### config.mk
export PLATFORM = sky130hd
export DESIGN_NAME = boolean_function_minimizer_top
export DESIGN_NICKNAME = d
export VERILOG_FILES = /design/src/bfm_pkg.sv /design/src/bfm_ram.sv /design/src/bfm_dp.sv /design/src/bfm_ctrl.sv /design/src/boolean_function_minimizer_top.sv
export SDC_FILE = /design/constraint.sdc
export NUM_CORES = 2
export LEC_CHECK = 0
export ABC_AREA = 1
export BUFFER_PORTS_ARGS = -buffer_cell sky130_fd_sc_hd__buf_2
export CORE_MARGIN = 8
export CORE_UTILIZATION = 50
export DETAILED_ROUTE_END_ITERATION = 7
export GPL_ROUTABILITY_DRIVEN = 0
export PLACE_DENSITY = 0.68
export SLEW_MARGIN = 20
export SYNTH_ARGS = -nofsm -noshare
export SYNTH_HDL_FRONTEND = slang
export SYNTH_SLANG_ARGS = --single-unit
export TNS_END_PERCENT = 100
### constraint.sdc
create_clock -name clk -period 8.2 [get_ports clk]
set_input_delay 1.23 -clock clk [delete_from_list [all_inputs] [get_ports clk]]
set_output_delay 1.23 -clock clk [all_outputs]
set_load 0.05 [all_outputs]
### src/bfm_pkg.sv
// Shared types and constants of the boolean function minimizer.
package bfm_pkg;

	// Configuration register indexes.
	localparam logic CFG_VAR_COUNT    = 1'b0;
	localparam logic CFG_USE_MINTERMS = 1'b1;

	// Largest number of cover terms emitted for one table.
	localparam int MAX_RESULTS = 16;

	// Commands from the sequencer to the datapath.
	typedef struct packed {
		logic sel;          // which work RAM holds the current list
		logic row_wr;       // store one truth table row
		logic terms_ld;     // table finished, latch the term set
		logic fill_we;      // write a full-width implicant for the current row
		logic used_we;      // write a merge flag
		logic used_wd;      // value of that merge flag
		logic a_ld;         // hold the work entry just read
		logic g_ld;         // hold the merged implicant
		logic next_we;      // append the merged implicant to the next list
		logic prime_we;     // append the held entry to the prime list
		logic cnt_clr;      // clear the essential-prime hit count
		logic ess_hit;      // a prime covers the current row
		logic cand_last;    // candidate comes from the only covering prime
		logic cand_best;    // candidate comes from the best greedy prime
		logic cover_we;     // write the cover RAM
		logic cover_shift;  // cover write data is the entry just read
		logic cov_clr;      // clear the covered row set
		logic best_clr;     // start a greedy search
		logic best_try;     // compare one prime in the greedy search
		logic oth_clr;      // clear the rows covered by the other terms
		logic oth_or;       // add the rows of the cover entry just read
		logic out_ld;       // load the output register
		logic out_empty;    // the loaded result marks an empty cover
		logic out_last;     // the loaded result ends the cover
	} bfm_cmd_t;

	// Status from the datapath to the sequencer.
	typedef struct packed {
		logic merge_ok;     // held entry and entry read differ in one literal
		logic next_eq;      // next-list entry read equals the merged implicant
		logic a_used;       // held entry merged at least once
		logic used_bit;     // merge flag read
		logic prime_eq;     // prime read equals the held entry
		logic p_covers;     // prime read covers the current row
		logic cover_eq;     // cover entry read equals the candidate
		logic term_bit;     // current row is a term
		logic covered_bit;  // current row is already covered
		logic redundant;    // other cover terms cover every term
		logic cnt_one;      // exactly one prime covers the current row
		logic have_best;    // the greedy search found a prime
		logic out_fire;     // output transaction completes
	} bfm_stat_t;

endpackage

### src/bfm_ram.sv
// Generic single-port-write, single-port-read RAM with registered read data.
module bfm_ram #(
	parameter int WIDTH = 8,
	parameter int DEPTH = 64,
	localparam int AW = $clog2(DEPTH)
) (
	input  logic             clk,
	input  logic             we,
	input  logic [AW-1:0]    waddr,
	input  logic [WIDTH-1:0] wdata,
	input  logic [AW-1:0]    raddr,
	output logic [WIDTH-1:0] rdata
);

	logic [WIDTH-1:0] mem_q [DEPTH];
	logic [WIDTH-1:0] rdata_q;

	// Write and registered read.
	always_ff @(posedge clk) begin
		if (we) begin
			mem_q[waddr] <= wdata;
		end
		rdata_q <= mem_q[raddr];
	end

	assign rdata = rdata_q;

endmodule

### src/bfm_dp.sv
// Datapath of the minimizer: implicant RAMs, row sets, compare logic and output register.
module bfm_dp import bfm_pkg::*; #(
	parameter int MAX_VARS = 5,
	parameter int TABLE_DEPTH = 64,
	localparam int AW = $clog2(TABLE_DEPTH),
	localparam int RW = MAX_VARS + 1,
	localparam int IW = 2 * MAX_VARS,
	localparam int R = 1 << MAX_VARS
) (
	input  logic                clk,
	input  logic                arst_n,
	input  bfm_cmd_t            cmd,
	input  logic [2:0]          n_eff,
	input  logic                use_minterms,
	input  logic                row_value,
	input  logic [RW-1:0]       row_idx,
	input  logic [AW-1:0]       rd_addr,
	input  logic [AW-1:0]       wr_addr,
	output bfm_stat_t           stat,
	output logic                out_valid,
	input  logic                out_ready,
	output logic [MAX_VARS-1:0] out_mask,
	output logic [MAX_VARS-1:0] out_value,
	output logic                out_empty,
	output logic                out_last
);

	// Rows of an implicant {mask, value} inside the current table.
	function automatic logic [R-1:0] cov_rows(input logic [IW-1:0] x,
			input logic [RW-1:0] rws);
		logic [R-1:0] bits;
		bits = '0;
		for (int k = 0; k < R; k++) begin
			bits[k] = (((MAX_VARS'(k) ^ x[MAX_VARS-1:0]) & x[IW-1:MAX_VARS]) == '0)
				&& (RW'(k) < rws);
		end
		return bits;
	endfunction

	logic [RW-1:0]       rows;
	logic [MAX_VARS-1:0] full_mask;
	logic [R-1:0]        row_mask;
	logic [R-1:0]        term_bm_q;
	logic [R-1:0]        bm_next;
	logic [R-1:0]        terms_q;
	logic [R-1:0]        covered_q;
	logic [R-1:0]        others_q;

	logic [IW-1:0] x0_rd, x1_rd, x_wd, work_rd, next_rd, prime_rd, cover_rd, cover_wd;
	logic          x0_we, x1_we, used_rd;

	logic [IW-1:0]       a_q, g_q, last_q, cand_q, best_q, g_new;
	logic                a_used_q, have_best_q;
	logic [1:0]          cnt_q;
	logic [RW-1:0]       best_n_q, gain;
	logic [MAX_VARS-1:0] am, av, wm, wv, diff, rbits;

	logic                out_valid_q, out_empty_q, out_last_q;
	logic [MAX_VARS-1:0] out_mask_q, out_value_q;

	// Table geometry from the variable count.
	always_comb begin
		rows = RW'(1) << n_eff;
		full_mask = '0;
		for (int k = 0; k < MAX_VARS; k++) begin
			full_mask[k] = (3'(k) < n_eff);
		end
		row_mask = '0;
		for (int k = 0; k < R; k++) begin
			row_mask[k] = (RW'(k) < rows);
		end
	end

	assign bm_next = term_bm_q | (R'(row_value) << row_idx[MAX_VARS-1:0]);
	assign rbits = row_idx[MAX_VARS-1:0];

	// Row collection and term set.
	always_ff @(posedge clk or negedge arst_n) begin
		if (!arst_n) begin
			term_bm_q <= '0;
		end else if (cmd.row_wr) begin
			term_bm_q <= cmd.terms_ld ? '0 : bm_next;
		end
	end

	always_ff @(posedge clk) begin
		if (cmd.row_wr && cmd.terms_ld) begin
			terms_q <= (use_minterms ? bm_next : ~bm_next) & row_mask;
		end
	end

	// Ping-pong work lists: one holds the current pass, the other collects merges.
	assign x_wd  = cmd.fill_we ? {full_mask, rbits} : g_q;
	assign x0_we = (cmd.fill_we && !cmd.sel) || (cmd.next_we && cmd.sel);
	assign x1_we = (cmd.fill_we && cmd.sel) || (cmd.next_we && !cmd.sel);

	bfm_ram #(.WIDTH(IW), .DEPTH(TABLE_DEPTH)) u_x0 (
		.clk(clk), .we(x0_we), .waddr(wr_addr), .wdata(x_wd),
		.raddr(rd_addr), .rdata(x0_rd));

	bfm_ram #(.WIDTH(IW), .DEPTH(TABLE_DEPTH)) u_x1 (
		.clk(clk), .we(x1_we), .waddr(wr_addr), .wdata(x_wd),
		.raddr(rd_addr), .rdata(x1_rd));

	bfm_ram #(.WIDTH(1), .DEPTH(TABLE_DEPTH)) u_used (
		.clk(clk), .we(cmd.used_we), .waddr(wr_addr), .wdata(cmd.used_wd),
		.raddr(rd_addr), .rdata(used_rd));

	bfm_ram #(.WIDTH(IW), .DEPTH(TABLE_DEPTH)) u_prime (
		.clk(clk), .we(cmd.prime_we), .waddr(wr_addr), .wdata(a_q),
		.raddr(rd_addr), .rdata(prime_rd));

	assign cover_wd = cmd.cover_shift ? cover_rd : cand_q;

	bfm_ram #(.WIDTH(IW), .DEPTH(TABLE_DEPTH)) u_cover (
		.clk(clk), .we(cmd.cover_we), .waddr(wr_addr), .wdata(cover_wd),
		.raddr(rd_addr), .rdata(cover_rd));

	assign work_rd = cmd.sel ? x1_rd : x0_rd;
	assign next_rd = cmd.sel ? x0_rd : x1_rd;

	// Merge test: equal masks, values differ in exactly one masked bit.
	always_comb begin
		am = a_q[IW-1:MAX_VARS];
		av = a_q[MAX_VARS-1:0];
		wm = work_rd[IW-1:MAX_VARS];
		wv = work_rd[MAX_VARS-1:0];
		diff = (av ^ wv) & am;
		g_new = {am & ~diff, av & ~diff};
	end

	assign gain = RW'($countones(cov_rows(prime_rd, rows) & ~covered_q));

	// Held operands of the merge and covering loops.
	always_ff @(posedge clk) begin
		if (cmd.a_ld) begin
			a_q <= work_rd;
		end
		if (cmd.g_ld) begin
			g_q <= g_new;
		end
		if (cmd.ess_hit) begin
			last_q <= prime_rd;
		end
		if (cmd.best_try && gain > best_n_q) begin
			best_q <= prime_rd;
		end
		if (cmd.cand_last) begin
			cand_q <= last_q;
		end else if (cmd.cand_best) begin
			cand_q <= best_q;
		end
		if (cmd.oth_clr) begin
			others_q <= '0;
		end else if (cmd.oth_or) begin
			others_q <= others_q | cov_rows(cover_rd, rows);
		end
		if (cmd.cov_clr) begin
			covered_q <= '0;
		end else if (cmd.cover_we && !cmd.cover_shift) begin
			covered_q <= covered_q | cov_rows(cand_q, rows);
		end
	end

	// Loop flags and counts.
	always_ff @(posedge clk or negedge arst_n) begin
		if (!arst_n) begin
			a_used_q    <= 1'b0;
			cnt_q       <= '0;
			have_best_q <= 1'b0;
			best_n_q    <= '0;
		end else begin
			if (cmd.a_ld) begin
				a_used_q <= 1'b0;
			end else if (cmd.g_ld) begin
				a_used_q <= 1'b1;
			end
			if (cmd.cnt_clr) begin
				cnt_q <= '0;
			end else if (cmd.ess_hit && cnt_q != 2'd2) begin
				cnt_q <= cnt_q + 2'd1;
			end
			if (cmd.best_clr) begin
				have_best_q <= 1'b0;
				best_n_q    <= '0;
			end else if (cmd.best_try && gain > best_n_q) begin
				have_best_q <= 1'b1;
				best_n_q    <= gain;
			end
		end
	end

	// Output register.
	always_ff @(posedge clk or negedge arst_n) begin
		if (!arst_n) begin
			out_valid_q <= 1'b0;
		end else if (cmd.out_ld) begin
			out_valid_q <= 1'b1;
		end else if (out_ready) begin
			out_valid_q <= 1'b0;
		end
	end

	always_ff @(posedge clk) begin
		if (cmd.out_ld) begin
			out_mask_q  <= cmd.out_empty ? '0 : cover_rd[IW-1:MAX_VARS];
			out_value_q <= cmd.out_empty ? '0 : cover_rd[MAX_VARS-1:0];
			out_empty_q <= cmd.out_empty;
			out_last_q  <= cmd.out_last;
		end
	end

	assign out_valid = out_valid_q;
	assign out_mask  = out_mask_q;
	assign out_value = out_value_q;
	assign out_empty = out_empty_q;
	assign out_last  = out_last_q;

	// Status to the sequencer.
	always_comb begin
		stat.merge_ok    = (am == wm) && (diff != '0) && ((diff & (diff - MAX_VARS'(1))) == '0);
		stat.next_eq     = (next_rd == g_q);
		stat.a_used      = a_used_q;
		stat.used_bit    = used_rd;
		stat.prime_eq    = (prime_rd == a_q);
		stat.p_covers    = (((rbits ^ prime_rd[MAX_VARS-1:0]) & prime_rd[IW-1:MAX_VARS]) == '0);
		stat.cover_eq    = (cover_rd == cand_q);
		stat.term_bit    = terms_q[rbits];
		stat.covered_bit = covered_q[rbits];
		stat.redundant   = ((terms_q & ~others_q) == '0);
		stat.cnt_one     = (cnt_q == 2'd1);
		stat.have_best   = have_best_q;
		stat.out_fire    = out_valid_q && out_ready;
	end

endmodule

### src/bfm_ctrl.sv
// Sequencer of the minimizer: configuration, loop counters and the phase state machine.
module bfm_ctrl import bfm_pkg::*; #(
	parameter int MAX_VARS = 5,
	parameter int TABLE_DEPTH = 64,
	localparam int AW = $clog2(TABLE_DEPTH),
	localparam int CW = AW + 1,
	localparam int RW = MAX_VARS + 1
) (
	input  logic          clk,
	input  logic          arst_n,
	input  logic          cfg_we,
	input  logic          cfg_index,
	input  logic [2:0]    cfg_wdata,
	input  logic          in_valid,
	output logic          in_ready,
	input  bfm_stat_t     stat,
	output bfm_cmd_t      cmd,
	output logic [2:0]    n_eff,
	output logic          use_minterms,
	output logic [RW-1:0] row_idx,
	output logic [AW-1:0] rd_addr,
	output logic [AW-1:0] wr_addr
);

	localparam logic [4:0] S_LOAD  = 5'd0;
	localparam logic [4:0] S_FILL  = 5'd1;
	localparam logic [4:0] S_CLR   = 5'd2;
	localparam logic [4:0] S_A     = 5'd3;
	localparam logic [4:0] S_B     = 5'd4;
	localparam logic [4:0] S_DUP   = 5'd5;
	localparam logic [4:0] S_AEND  = 5'd6;
	localparam logic [4:0] S_PR    = 5'd7;
	localparam logic [4:0] S_PDUP  = 5'd8;
	localparam logic [4:0] S_COVI  = 5'd9;
	localparam logic [4:0] S_ESS   = 5'd10;
	localparam logic [4:0] S_ESSP  = 5'd11;
	localparam logic [4:0] S_ADD   = 5'd12;
	localparam logic [4:0] S_GR    = 5'd13;
	localparam logic [4:0] S_GRP   = 5'd14;
	localparam logic [4:0] S_RED   = 5'd15;
	localparam logic [4:0] S_REDC  = 5'd16;
	localparam logic [4:0] S_SHIFT = 5'd17;
	localparam logic [4:0] S_EMIT  = 5'd18;
	localparam logic [4:0] S_OUT   = 5'd19;

	localparam logic [CW-1:0] DEPTH_C = CW'(TABLE_DEPTH);

	logic [4:0]    state_q;
	logic          ph_q, sel_q, ret_q, um_q;
	logic [2:0]    vc_q;
	logic [RW-1:0] row_cnt_q, r_q, rows;
	logic [CW-1:0] a_q, b_q, j_q, p_q, i_q, wc_q, nc_q, pc_q, cc_q, j_inc;
	logic          in_fire, row_last, last_e;

	// Effective variable count and table size.
	always_comb begin
		if (vc_q == 3'd0) begin
			n_eff = 3'd1;
		end else if (vc_q > 3'(MAX_VARS)) begin
			n_eff = 3'(MAX_VARS);
		end else begin
			n_eff = vc_q;
		end
	end

	assign rows         = RW'(1) << n_eff;
	assign use_minterms = um_q;
	assign in_ready     = (state_q == S_LOAD);
	assign in_fire      = in_valid && in_ready;
	assign row_last     = (row_cnt_q + RW'(1)) >= rows;
	assign j_inc        = j_q + CW'(1);
	assign last_e       = (cc_q == '0) || (i_q + CW'(1) == cc_q)
		|| (i_q == CW'(MAX_RESULTS - 1));
	assign row_idx      = (state_q == S_LOAD) ? row_cnt_q : r_q;

	// RAM addresses for the loop being run.
	always_comb begin
		case (state_q)
			S_A, S_PR:                     rd_addr = AW'(a_q);
			S_B:                           rd_addr = AW'(b_q);
			S_DUP, S_PDUP, S_ADD, S_REDC:  rd_addr = AW'(j_q);
			S_ESSP, S_GRP:                 rd_addr = AW'(p_q);
			S_SHIFT:                       rd_addr = AW'(j_inc);
			S_EMIT:                        rd_addr = AW'(i_q);
			default:                       rd_addr = '0;
		endcase
		case (state_q)
			S_FILL:         wr_addr = AW'(wc_q);
			S_CLR, S_AEND:  wr_addr = AW'(a_q);
			S_B:            wr_addr = AW'(b_q);
			S_DUP:          wr_addr = AW'(nc_q);
			S_PDUP:         wr_addr = AW'(pc_q);
			S_ADD:          wr_addr = AW'(cc_q);
			S_SHIFT:        wr_addr = AW'(j_q);
			default:        wr_addr = '0;
		endcase
	end

	// Commands to the datapath.
	always_comb begin
		cmd = '0;
		cmd.sel = sel_q;
		case (state_q)
			S_LOAD: begin
				cmd.row_wr   = in_fire;
				cmd.terms_ld = in_fire && row_last;
			end
			S_FILL: cmd.fill_we = (r_q < rows) && stat.term_bit && (wc_q < DEPTH_C);
			S_CLR: cmd.used_we = (a_q < wc_q);
			S_A: cmd.a_ld = ph_q;
			S_B: begin
				if (b_q < wc_q && ph_q && stat.merge_ok) begin
					cmd.used_we = 1'b1;
					cmd.used_wd = 1'b1;
					cmd.g_ld    = 1'b1;
				end
			end
			S_DUP: cmd.next_we = (j_q >= nc_q);
			S_AEND: begin
				cmd.used_we = stat.a_used;
				cmd.used_wd = 1'b1;
			end
			S_PR: cmd.a_ld = (a_q < wc_q) && ph_q && !stat.used_bit;
			S_PDUP: cmd.prime_we = (j_q >= pc_q);
			S_COVI: cmd.cov_clr = 1'b1;
			S_ESS: cmd.cnt_clr = (r_q < rows) && stat.term_bit;
			S_ESSP: begin
				if (p_q >= pc_q) begin
					cmd.cand_last = stat.cnt_one;
				end else begin
					cmd.ess_hit = ph_q && stat.p_covers;
				end
			end
			S_ADD: cmd.cover_we = (j_q >= cc_q) && (cc_q < DEPTH_C);
			S_GR: cmd.best_clr = (r_q < rows) && stat.term_bit && !stat.covered_bit;
			S_GRP: begin
				if (p_q >= pc_q) begin
					cmd.cand_best = stat.have_best;
				end else begin
					cmd.best_try = ph_q && stat.p_covers;
				end
			end
			S_RED: cmd.oth_clr = (i_q < cc_q);
			S_REDC: cmd.oth_or = (j_q < cc_q) && ph_q && (j_q != i_q);
			S_SHIFT: begin
				if (j_inc < cc_q && ph_q) begin
					cmd.cover_we    = 1'b1;
					cmd.cover_shift = 1'b1;
				end
			end
			S_EMIT: begin
				if (cc_q == '0) begin
					cmd.out_ld    = 1'b1;
					cmd.out_empty = 1'b1;
					cmd.out_last  = 1'b1;
				end else if (ph_q) begin
					cmd.out_ld   = 1'b1;
					cmd.out_last = last_e;
				end
			end
			default: cmd.sel = sel_q;
		endcase
	end

	// Configuration registers.
	always_ff @(posedge clk or negedge arst_n) begin
		if (!arst_n) begin
			vc_q <= 3'd4;
			um_q <= 1'b1;
		end else if (cfg_we) begin
			case (cfg_index)
				CFG_VAR_COUNT:    vc_q <= cfg_wdata;
				CFG_USE_MINTERMS: um_q <= cfg_wdata[0];
				default:          um_q <= um_q;
			endcase
		end
	end

	// Phase sequencer. Scanning states read in one cycle and use the data in the next.
	always_ff @(posedge clk or negedge arst_n) begin
		if (!arst_n) begin
			state_q   <= S_LOAD;
			ph_q      <= 1'b0;
			sel_q     <= 1'b0;
			ret_q     <= 1'b0;
			row_cnt_q <= '0;
			r_q       <= '0;
			a_q       <= '0;
			b_q       <= '0;
			j_q       <= '0;
			p_q       <= '0;
			i_q       <= '0;
			wc_q      <= '0;
			nc_q      <= '0;
			pc_q      <= '0;
			cc_q      <= '0;
		end else begin
			case (state_q)
				S_LOAD: begin
					if (in_fire) begin
						if (row_last) begin
							row_cnt_q <= '0;
							r_q       <= '0;
							wc_q      <= '0;
							pc_q      <= '0;
							state_q   <= S_FILL;
						end else begin
							row_cnt_q <= row_cnt_q + RW'(1);
						end
					end
				end
				S_FILL: begin
					if (r_q >= rows) begin
						a_q     <= '0;
						state_q <= (wc_q == '0) ? S_COVI : S_CLR;
					end else begin
						if (cmd.fill_we) begin
							wc_q <= wc_q + CW'(1);
						end
						r_q <= r_q + RW'(1);
					end
				end
				S_CLR: begin
					if (a_q >= wc_q) begin
						a_q     <= '0;
						nc_q    <= '0;
						state_q <= S_A;
					end else begin
						a_q <= a_q + CW'(1);
					end
				end
				S_A: begin
					ph_q <= !ph_q;
					if (ph_q) begin
						b_q     <= a_q + CW'(1);
						state_q <= S_B;
					end
				end
				S_B: begin
					if (b_q >= wc_q) begin
						state_q <= S_AEND;
					end else begin
						ph_q <= !ph_q;
						if (ph_q) begin
							if (stat.merge_ok && nc_q < DEPTH_C) begin
								j_q     <= '0;
								state_q <= S_DUP;
							end else begin
								b_q <= b_q + CW'(1);
							end
						end
					end
				end
				S_DUP: begin
					if (j_q >= nc_q) begin
						nc_q    <= nc_q + CW'(1);
						b_q     <= b_q + CW'(1);
						state_q <= S_B;
					end else begin
						ph_q <= !ph_q;
						if (ph_q) begin
							if (stat.next_eq) begin
								b_q     <= b_q + CW'(1);
								state_q <= S_B;
							end else begin
								j_q <= j_inc;
							end
						end
					end
				end
				S_AEND: begin
					if (a_q + CW'(1) >= wc_q) begin
						a_q     <= '0;
						state_q <= S_PR;
					end else begin
						a_q     <= a_q + CW'(1);
						state_q <= S_A;
					end
				end
				S_PR: begin
					if (a_q >= wc_q) begin
						sel_q   <= !sel_q;
						wc_q    <= nc_q;
						a_q     <= '0;
						state_q <= (nc_q == '0) ? S_COVI : S_CLR;
					end else begin
						ph_q <= !ph_q;
						if (ph_q) begin
							if (!stat.used_bit && pc_q < DEPTH_C) begin
								j_q     <= '0;
								state_q <= S_PDUP;
							end else begin
								a_q <= a_q + CW'(1);
							end
						end
					end
				end
				S_PDUP: begin
					if (j_q >= pc_q) begin
						pc_q    <= pc_q + CW'(1);
						a_q     <= a_q + CW'(1);
						state_q <= S_PR;
					end else begin
						ph_q <= !ph_q;
						if (ph_q) begin
							if (stat.prime_eq) begin
								a_q     <= a_q + CW'(1);
								state_q <= S_PR;
							end else begin
								j_q <= j_inc;
							end
						end
					end
				end
				S_COVI: begin
					cc_q    <= '0;
					r_q     <= '0;
					state_q <= S_ESS;
				end
				S_ESS: begin
					if (r_q >= rows) begin
						r_q     <= '0;
						state_q <= S_GR;
					end else if (stat.term_bit) begin
						p_q     <= '0;
						state_q <= S_ESSP;
					end else begin
						r_q <= r_q + RW'(1);
					end
				end
				S_ESSP: begin
					if (p_q >= pc_q) begin
						if (stat.cnt_one) begin
							j_q     <= '0;
							ret_q   <= 1'b0;
							state_q <= S_ADD;
						end else begin
							r_q     <= r_q + RW'(1);
							state_q <= S_ESS;
						end
					end else begin
						ph_q <= !ph_q;
						if (ph_q) begin
							p_q <= p_q + CW'(1);
						end
					end
				end
				S_ADD: begin
					if (j_q >= cc_q) begin
						if (cc_q < DEPTH_C) begin
							cc_q <= cc_q + CW'(1);
						end
						r_q     <= r_q + RW'(1);
						state_q <= ret_q ? S_GR : S_ESS;
					end else begin
						ph_q <= !ph_q;
						if (ph_q) begin
							if (stat.cover_eq) begin
								r_q     <= r_q + RW'(1);
								state_q <= ret_q ? S_GR : S_ESS;
							end else begin
								j_q <= j_inc;
							end
						end
					end
				end
				S_GR: begin
					if (r_q >= rows) begin
						i_q     <= '0;
						state_q <= S_RED;
					end else if (stat.term_bit && !stat.covered_bit) begin
						p_q     <= '0;
						state_q <= S_GRP;
					end else begin
						r_q <= r_q + RW'(1);
					end
				end
				S_GRP: begin
					if (p_q >= pc_q) begin
						if (stat.have_best) begin
							j_q     <= '0;
							ret_q   <= 1'b1;
							state_q <= S_ADD;
						end else begin
							r_q     <= r_q + RW'(1);
							state_q <= S_GR;
						end
					end else begin
						ph_q <= !ph_q;
						if (ph_q) begin
							p_q <= p_q + CW'(1);
						end
					end
				end
				S_RED: begin
					if (i_q >= cc_q) begin
						i_q     <= '0;
						state_q <= S_EMIT;
					end else begin
						j_q     <= '0;
						state_q <= S_REDC;
					end
				end
				S_REDC: begin
					if (j_q >= cc_q) begin
						if (stat.redundant) begin
							j_q     <= i_q;
							state_q <= S_SHIFT;
						end else begin
							i_q     <= i_q + CW'(1);
							state_q <= S_RED;
						end
					end else begin
						ph_q <= !ph_q;
						if (ph_q) begin
							j_q <= j_inc;
						end
					end
				end
				S_SHIFT: begin
					if (j_inc >= cc_q) begin
						cc_q    <= cc_q - CW'(1);
						i_q     <= '0;
						state_q <= S_RED;
					end else begin
						ph_q <= !ph_q;
						if (ph_q) begin
							j_q <= j_inc;
						end
					end
				end
				S_EMIT: begin
					if (cc_q == '0) begin
						state_q <= S_OUT;
					end else begin
						ph_q <= !ph_q;
						if (ph_q) begin
							state_q <= S_OUT;
						end
					end
				end
				S_OUT: begin
					if (stat.out_fire) begin
						if (last_e) begin
							state_q <= S_LOAD;
						end else begin
							i_q     <= i_q + CW'(1);
							state_q <= S_EMIT;
						end
					end
				end
				default: state_q <= S_LOAD;
			endcase
		end
	end

	// The list counts never pass the RAM depth.
	a_wc_bound: assert property (@(posedge clk) disable iff (!arst_n)
		(wc_q <= DEPTH_C) && (nc_q <= DEPTH_C))
		else $error("work list count exceeds RAM depth");

	a_pc_cc_bound: assert property (@(posedge clk) disable iff (!arst_n)
		(pc_q <= DEPTH_C) && (cc_q <= DEPTH_C))
		else $error("prime or cover count exceeds RAM depth");

	// Delivering the final result of a cover reopens the row input.
	a_emit_done: assert property (@(posedge clk) disable iff (!arst_n)
		(state_q == S_OUT && stat.out_fire && last_e) |=> (state_q == S_LOAD))
		else $error("row input not reopened after the last cover term");

endmodule

### src/boolean_function_minimizer_top.sv
// Top level of the boolean function minimizer: sequencer, datapath and stream ports.
//
// Usage:
//   Write var_count (index 0) and use_minterms (index 1) on the cfg port
//   while the block is idle. Then stream the truth table, one row per
//   input transaction in s_axis_tdata[0], row 0 first.
//   After the last row, row 2^n - 1 with n the var_count clamped to
//   1..MAX_VARS, the input stalls while the implicant lists are merged
//   and the cover is chosen; that time grows with the number of
//   implicants and primes (the merge pass compares every pair from one
//   RAM read port).
//   The cover leaves as one output transaction per term, mask in the low
//   bits of m_axis_tdata, tlast on the final term, at most 16 terms; an
//   empty cover gives one transaction with tuser set.
//   A stalled receiver holds the output register and the sequencer waits;
//   no result is dropped. The input reopens after the final result.
//   Reset restores var_count 4 and use_minterms 1 and clears the row count.
module boolean_function_minimizer_top import bfm_pkg::*; #(
	parameter int MAX_VARS = 5,
	parameter int TABLE_DEPTH = 64
) (
	input  logic        clk,
	input  logic        arst_n,
	input  logic        cfg_we,
	input  logic        cfg_index,
	input  logic [2:0]  cfg_wdata,
	input  logic        s_axis_tvalid,
	output logic        s_axis_tready,
	input  logic [7:0]  s_axis_tdata,   // [0] row_value
	output logic        m_axis_tvalid,
	input  logic        m_axis_tready,
	output logic [15:0] m_axis_tdata,   // [4:0] term_mask, [9:5] term_value
	output logic        m_axis_tuser,   // [0] empty_cover
	output logic        m_axis_tlast
);

	localparam int AW = $clog2(TABLE_DEPTH);
	localparam int RW = MAX_VARS + 1;

	bfm_cmd_t            cmd;
	bfm_stat_t           stat;
	logic [2:0]          n_eff;
	logic                use_minterms;
	logic [RW-1:0]       row_idx;
	logic [AW-1:0]       rd_addr, wr_addr;
	logic [MAX_VARS-1:0] out_mask, out_value;

	bfm_ctrl #(.MAX_VARS(MAX_VARS), .TABLE_DEPTH(TABLE_DEPTH)) u_ctrl (
		.clk(clk), .arst_n(arst_n),
		.cfg_we(cfg_we), .cfg_index(cfg_index), .cfg_wdata(cfg_wdata),
		.in_valid(s_axis_tvalid), .in_ready(s_axis_tready),
		.stat(stat), .cmd(cmd), .n_eff(n_eff), .use_minterms(use_minterms),
		.row_idx(row_idx), .rd_addr(rd_addr), .wr_addr(wr_addr));

	bfm_dp #(.MAX_VARS(MAX_VARS), .TABLE_DEPTH(TABLE_DEPTH)) u_dp (
		.clk(clk), .arst_n(arst_n), .cmd(cmd), .n_eff(n_eff),
		.use_minterms(use_minterms), .row_value(s_axis_tdata[0]),
		.row_idx(row_idx), .rd_addr(rd_addr), .wr_addr(wr_addr), .stat(stat),
		.out_valid(m_axis_tvalid), .out_ready(m_axis_tready),
		.out_mask(out_mask), .out_value(out_value),
		.out_empty(m_axis_tuser), .out_last(m_axis_tlast));

	// Pack the result fields, mask in the low bits.
	assign m_axis_tdata = {6'd0, 5'(out_value), 5'(out_mask)};

endmodule
==> impl_summary.txt <==
----------------------------------------------------
[Clocking]
  Clock transition at the registers of the reported paths ... about 60 ps
  Sink Count ... 2953
  CTS Buffer Depth ... 4
  CTS resizes ... 0
  Cts bufs inserted ... 317
  Total of hold buffers inserted after clock tree synthesis ... 0
  Later-pin clock latency in the skew report ... 940 ps
  Setup fix buffers added after clock tree synthesis ... 0
  Clock tree from TritonCTS ... done
  Clock root buffer master ... sky130_fd_sc_hd__clkbuf_16
  H-tree levels ... 5

[Yosys]
  Average size of a mapped cell ... 9.707 um^2
  Yosys warning total ... 0
  Post-synth design cell area ... 0.1405 mm^2
  Gate count after technology mapping ... 14480
  Top-area cell type share of the netlist area ... 0.5808
  Cell with the most instances after synthesis ... sky130_fd_sc_hd__inv_1
  Number of enable flip-flop cells after synthesis ... 2718
  Share of flip-flops with an asynchronous set or reset after synthesis ... 0.04402
  Top cells by instance count after synthesis ... sky130_fd_sc_hd__inv_1, sky130_fd_sc_hd__edfxtp_1, sky130_fd_sc_hd__nand3_1
  Synth unique cells ... 59
  Number of register bits inferred by synthesis ... 2953
  Top cells by area, synth ... sky130_fd_sc_hd__edfxtp_1, sky130_fd_sc_hd__nand3_1, sky130_fd_sc_hd__inv_1
  Most frequently used flop master after synthesis ... sky130_fd_sc_hd__edfxtp_1
  Synth area leader ... sky130_fd_sc_hd__edfxtp_1
  Sequential-to-total area share from yosys stat ... 0.6190

[Cells and area]
  Filler-free cell count of the finished design ... 18010
  Area occupied by registers ... between 0.08 and 0.09 mm^2
  Non-Filler Cell Area, Final ... around 0.15 mm^2
  # fillers ... 23680
  Signed area change from the synthesized netlist to the final layout ... 9.333%
  Post-layout utilization of the core ... 0.5499
  Layout cell share with drive strength beyond 1 ... 0.05045
  Total area of multi-input combinational cells ... between 0.03 and 0.04 mm^2
  Post-layout net count ... 14180

[Worst setup path]
  Startpoint kind of the worst setup timing path ... flip-flop
  Required @ worst endpoint ... 8740 ps
  Beginning of the worst register-to-register path ... u_ctrl.vc_q[2]$_DFFE_PN1P_
  Data arrival time of the critical path ... 7980 ps
  Count of cells along the worst register-to-register path ... 27
  Highest net fanout along the worst path ... 17
  R2R Setup Slk ... 760 ps
  R2R Path End ... u_dp.best_q[3]$_DFFE_PP_
  Critical Path End Type ... flip-flop
  Startpoint-to-endpoint class of the critical path ... flip-flop to flip-flop

[Detailed routing]
  Number of remaining DRC errors ... 0
  Routed wire length per instance ... around 23 um
  Antenna Nets Post-Route ... 0
  DRT Pass-1 Iters ... 8
  Via density per instance ... 5.822
  Starting DRC count in detailed routing ... 14690
  Total wirelength of the detailed-routed design ... about 410000 um
  Via total after detailed routing ... between 100k and 150k

[Timing]
  Number of hold violations in the final report ... 0
  Number of slew-limit violations in the final report ... 0
  Post-route minimum period ... 7437 ps
  Final Cycle Share ... 0.9069
  Setup slack of the critical path after layout ... 763.2 ps
  Worst rel slew slack ... 0.2133
  Actual slew at the worst max-slew pin ... roughly 1200 ps
  Final Skew ... 61.87 ps
  Maximum achievable frequency ... approximately 130 MHz
  Final-report setup violation count ... 0
  Setup repair after global routing missed its margin ... false

[Placed design]
  Half-perimeter wire length after detailed placement ... 234100 um
  I/O Buffers ... 23
  Post-detailed-placement cell area ... 0.1433 mm^2
  Placement-stage worst setup slack ... 496.2 ps
  Placed cells ... 17420

[Floorplanning]
  Die extent in x ... approximately 550 um
  Initial core utilization ... 0.5029
  Die height ... 546.1 um
  Overall die area ... approximately 0.3 mm^2
  Row cnt ... ~190
  I/O Pins ... 37
  Total core area ... 0.2794 mm^2

[Global routing]
  Overall routing resource usage ... 0.2674
  Largest net degree at the start of global routing ... 188
  Wire length of the first global-routing pass ... 616900 um
  Number of global-route vias before repair ... 97230
  Initial antenna violation count ... 20
  Final global-route overflow total ... 0

[Pwr]
  Largest vdd supply drop ... 0.6730 mV
  Ratio of total power to cell area ... 302.0 mW/mm^2
  Sum of internal, switching and leakage power ... 46.39 mW
  Leakage component of the power ... 64.09 nW

[Min path]
  Path class of the lowest-slack min-delay path ... input pin to asynchronous set/reset pin

[Run status]
  Outcome ... finished, final reports clean

[Run]
  Total of max-cap violations ... 0

----------------------------------------------------
worst max-delay path by stage:
| stage | slack (ps) | from | end |
|---|---|---|---|
| finish | 760 | u_ctrl.vc_q[2]$_DFFE_PN1P_ | u_dp.best_q[3]$_DFFE_PP_ |
| global route | 360 | u_ctrl.vc_q[2]$_DFFE_PN1P_ | u_dp.best_q[3]$_DFFE_PP_ |
| CTS | 500 | u_ctrl.vc_q[2]$_DFFE_PN1P_ | u_dp.best_q[8]$_DFFE_PP_ |
| detailed placement | 500 | u_ctrl.vc_q[2]$_DFFE_PN1P_ | u_dp.best_q[5]$_DFFE_PP_ |
| global placement | 560 | u_ctrl.vc_q[2]$_DFFE_PN1P_ | u_dp.best_q[5]$_DFFE_PP_ |
| floorplan | -170 | u_ctrl.vc_q[2]$_DFFE_PN1P_ | u_dp.u_x0.mem_q[0][0]$_DFFE_PP_ |
metrics by stage:
stage	hold WS (ps)	TNS (ps)
detailed placement	441.6	0
CTS	373.5	0
finish	371.6	0
global placement	438.0	0
global route	412.5	0
floorplan	430.1	-199160
where the power goes:
| group | total (mW) | switching [mW] | internal (mW) |
|---|---|---|---|
| sequential | 18.0 | 0.474 | 17.6 |
| combinational | 14.1 | 10.1 | 4.02 |
| clock | 14.2 | 6.12 | 8.12 |
layout make-up:
class,instances,area share
sequential,2953,0.5661
clock buffer,397,0.05526
timing repair buffer,164,0.01151
antenna,14,0.0002280
inverter,3008,0.07363
clock inverter,180,0.01124
tap,3724,0.03033
multi-input combinational,7570,0.2517
registers in the layout, summed over array words and instances, names as in the netlist, 32 cells and up:
name and count:
u_dp.u_x1.mem_q 640, u_dp.u_used.mem_q 64, u_dp.terms_q 32, u_dp.u_x0.mem_q 640
u_dp.term_bm_q 32, u_dp.others_q 32, u_dp.u_cover.mem_q 640, u_dp.u_prime.mem_q 640
u_dp.covered_q 32
routing by layer:
| layer | share of wire | vias up | track usage | wire length, um |
|---|---|---|---|---|
| met4 | 0.055 | 34 | 0.1297 | 22790 |
| met3 | 0.11 | 984 | 0.05707 | 44270 |
| li1 | - | 48000 | - | - |
| met5 | 0.00058 | - | 0 | 239 |
| met1 | 0.39 | 50160 | 0.3639 | 162400 |
| met2 | 0.45 | 5671 | 0.4096 | 185300 |
layout by cell type (no fill, tap or decap), types with 62 or more instances in the layout:
cell type and count:
sky130_fd_sc_hd__nand2_1 2191, sky130_fd_sc_hd__ha_1 124, sky130_fd_sc_hd__nand4_1 1202, sky130_fd_sc_hd__xor2_1 62, sky130_fd_sc_hd__a21oi_1 157, sky130_fd_sc_hd__dfxtp_1 105
sky130_fd_sc_hd__nor2_1 502, sky130_fd_sc_hd__o21ai_0 210, sky130_fd_sc_hd__buf_4 94, sky130_fd_sc_hd__edfxtp_1 2718, sky130_fd_sc_hd__inv_1 2984, sky130_fd_sc_hd__dfrtp_1 128
sky130_fd_sc_hd__o211ai_1 98, sky130_fd_sc_hd__clkbuf_16 322, sky130_fd_sc_hd__clkinv_1 79, sky130_fd_sc_hd__nand3_1 2690
worst max-delay path, cell delays in order (launching register included):
cell,delay (ps)
sky130_fd_sc_hd__dfstp_2,640
sky130_fd_sc_hd__inv_1,60
sky130_fd_sc_hd__buf_4,200
sky130_fd_sc_hd__nand2_1,310
sky130_fd_sc_hd__inv_1,330
sky130_fd_sc_hd__nor4_1,330
sky130_fd_sc_hd__ha_1,300
sky130_fd_sc_hd__fa_1,490
sky130_fd_sc_hd__inv_1,60
sky130_fd_sc_hd__fa_1,410
sky130_fd_sc_hd__inv_1,80
sky130_fd_sc_hd__fa_1,430
sky130_fd_sc_hd__fa_1,490
sky130_fd_sc_hd__inv_1,50
sky130_fd_sc_hd__fa_1,430
sky130_fd_sc_hd__inv_1,70
sky130_fd_sc_hd__ha_1,180
sky130_fd_sc_hd__inv_1,70
sky130_fd_sc_hd__fa_1,450
sky130_fd_sc_hd__o21ai_0,270
sky130_fd_sc_hd__ha_1,210
sky130_fd_sc_hd__nand2_1,70
sky130_fd_sc_hd__inv_1,60
sky130_fd_sc_hd__nand3_1,80
sky130_fd_sc_hd__o221ai_1,160
sky130_fd_sc_hd__o21a_1,140
sky130_fd_sc_hd__nand3_1,240
sky130_fd_sc_hd__inv_2,480
cell families (layout without fill, tap and decap cells):
family / after synthesis / in the layout / synth area share
XOR/XNOR: 82 / 82 / 0.005111
AO/OA/AOI/OAI: 596 / 596 / 0.02470
AND/OR/NAND/NOR: 6733 / 6733 / 0.2273
adder cells (fa/ha/maj): 151 / 151 / 0.01489
other: 1 / 22 / 0.00002669
flip-flops: 2953 / 2953 / 0.6190
buffers and inverters: 3959 / 3749 / 0.1090
Note: power is estimated with default switching activity, not from simulation.
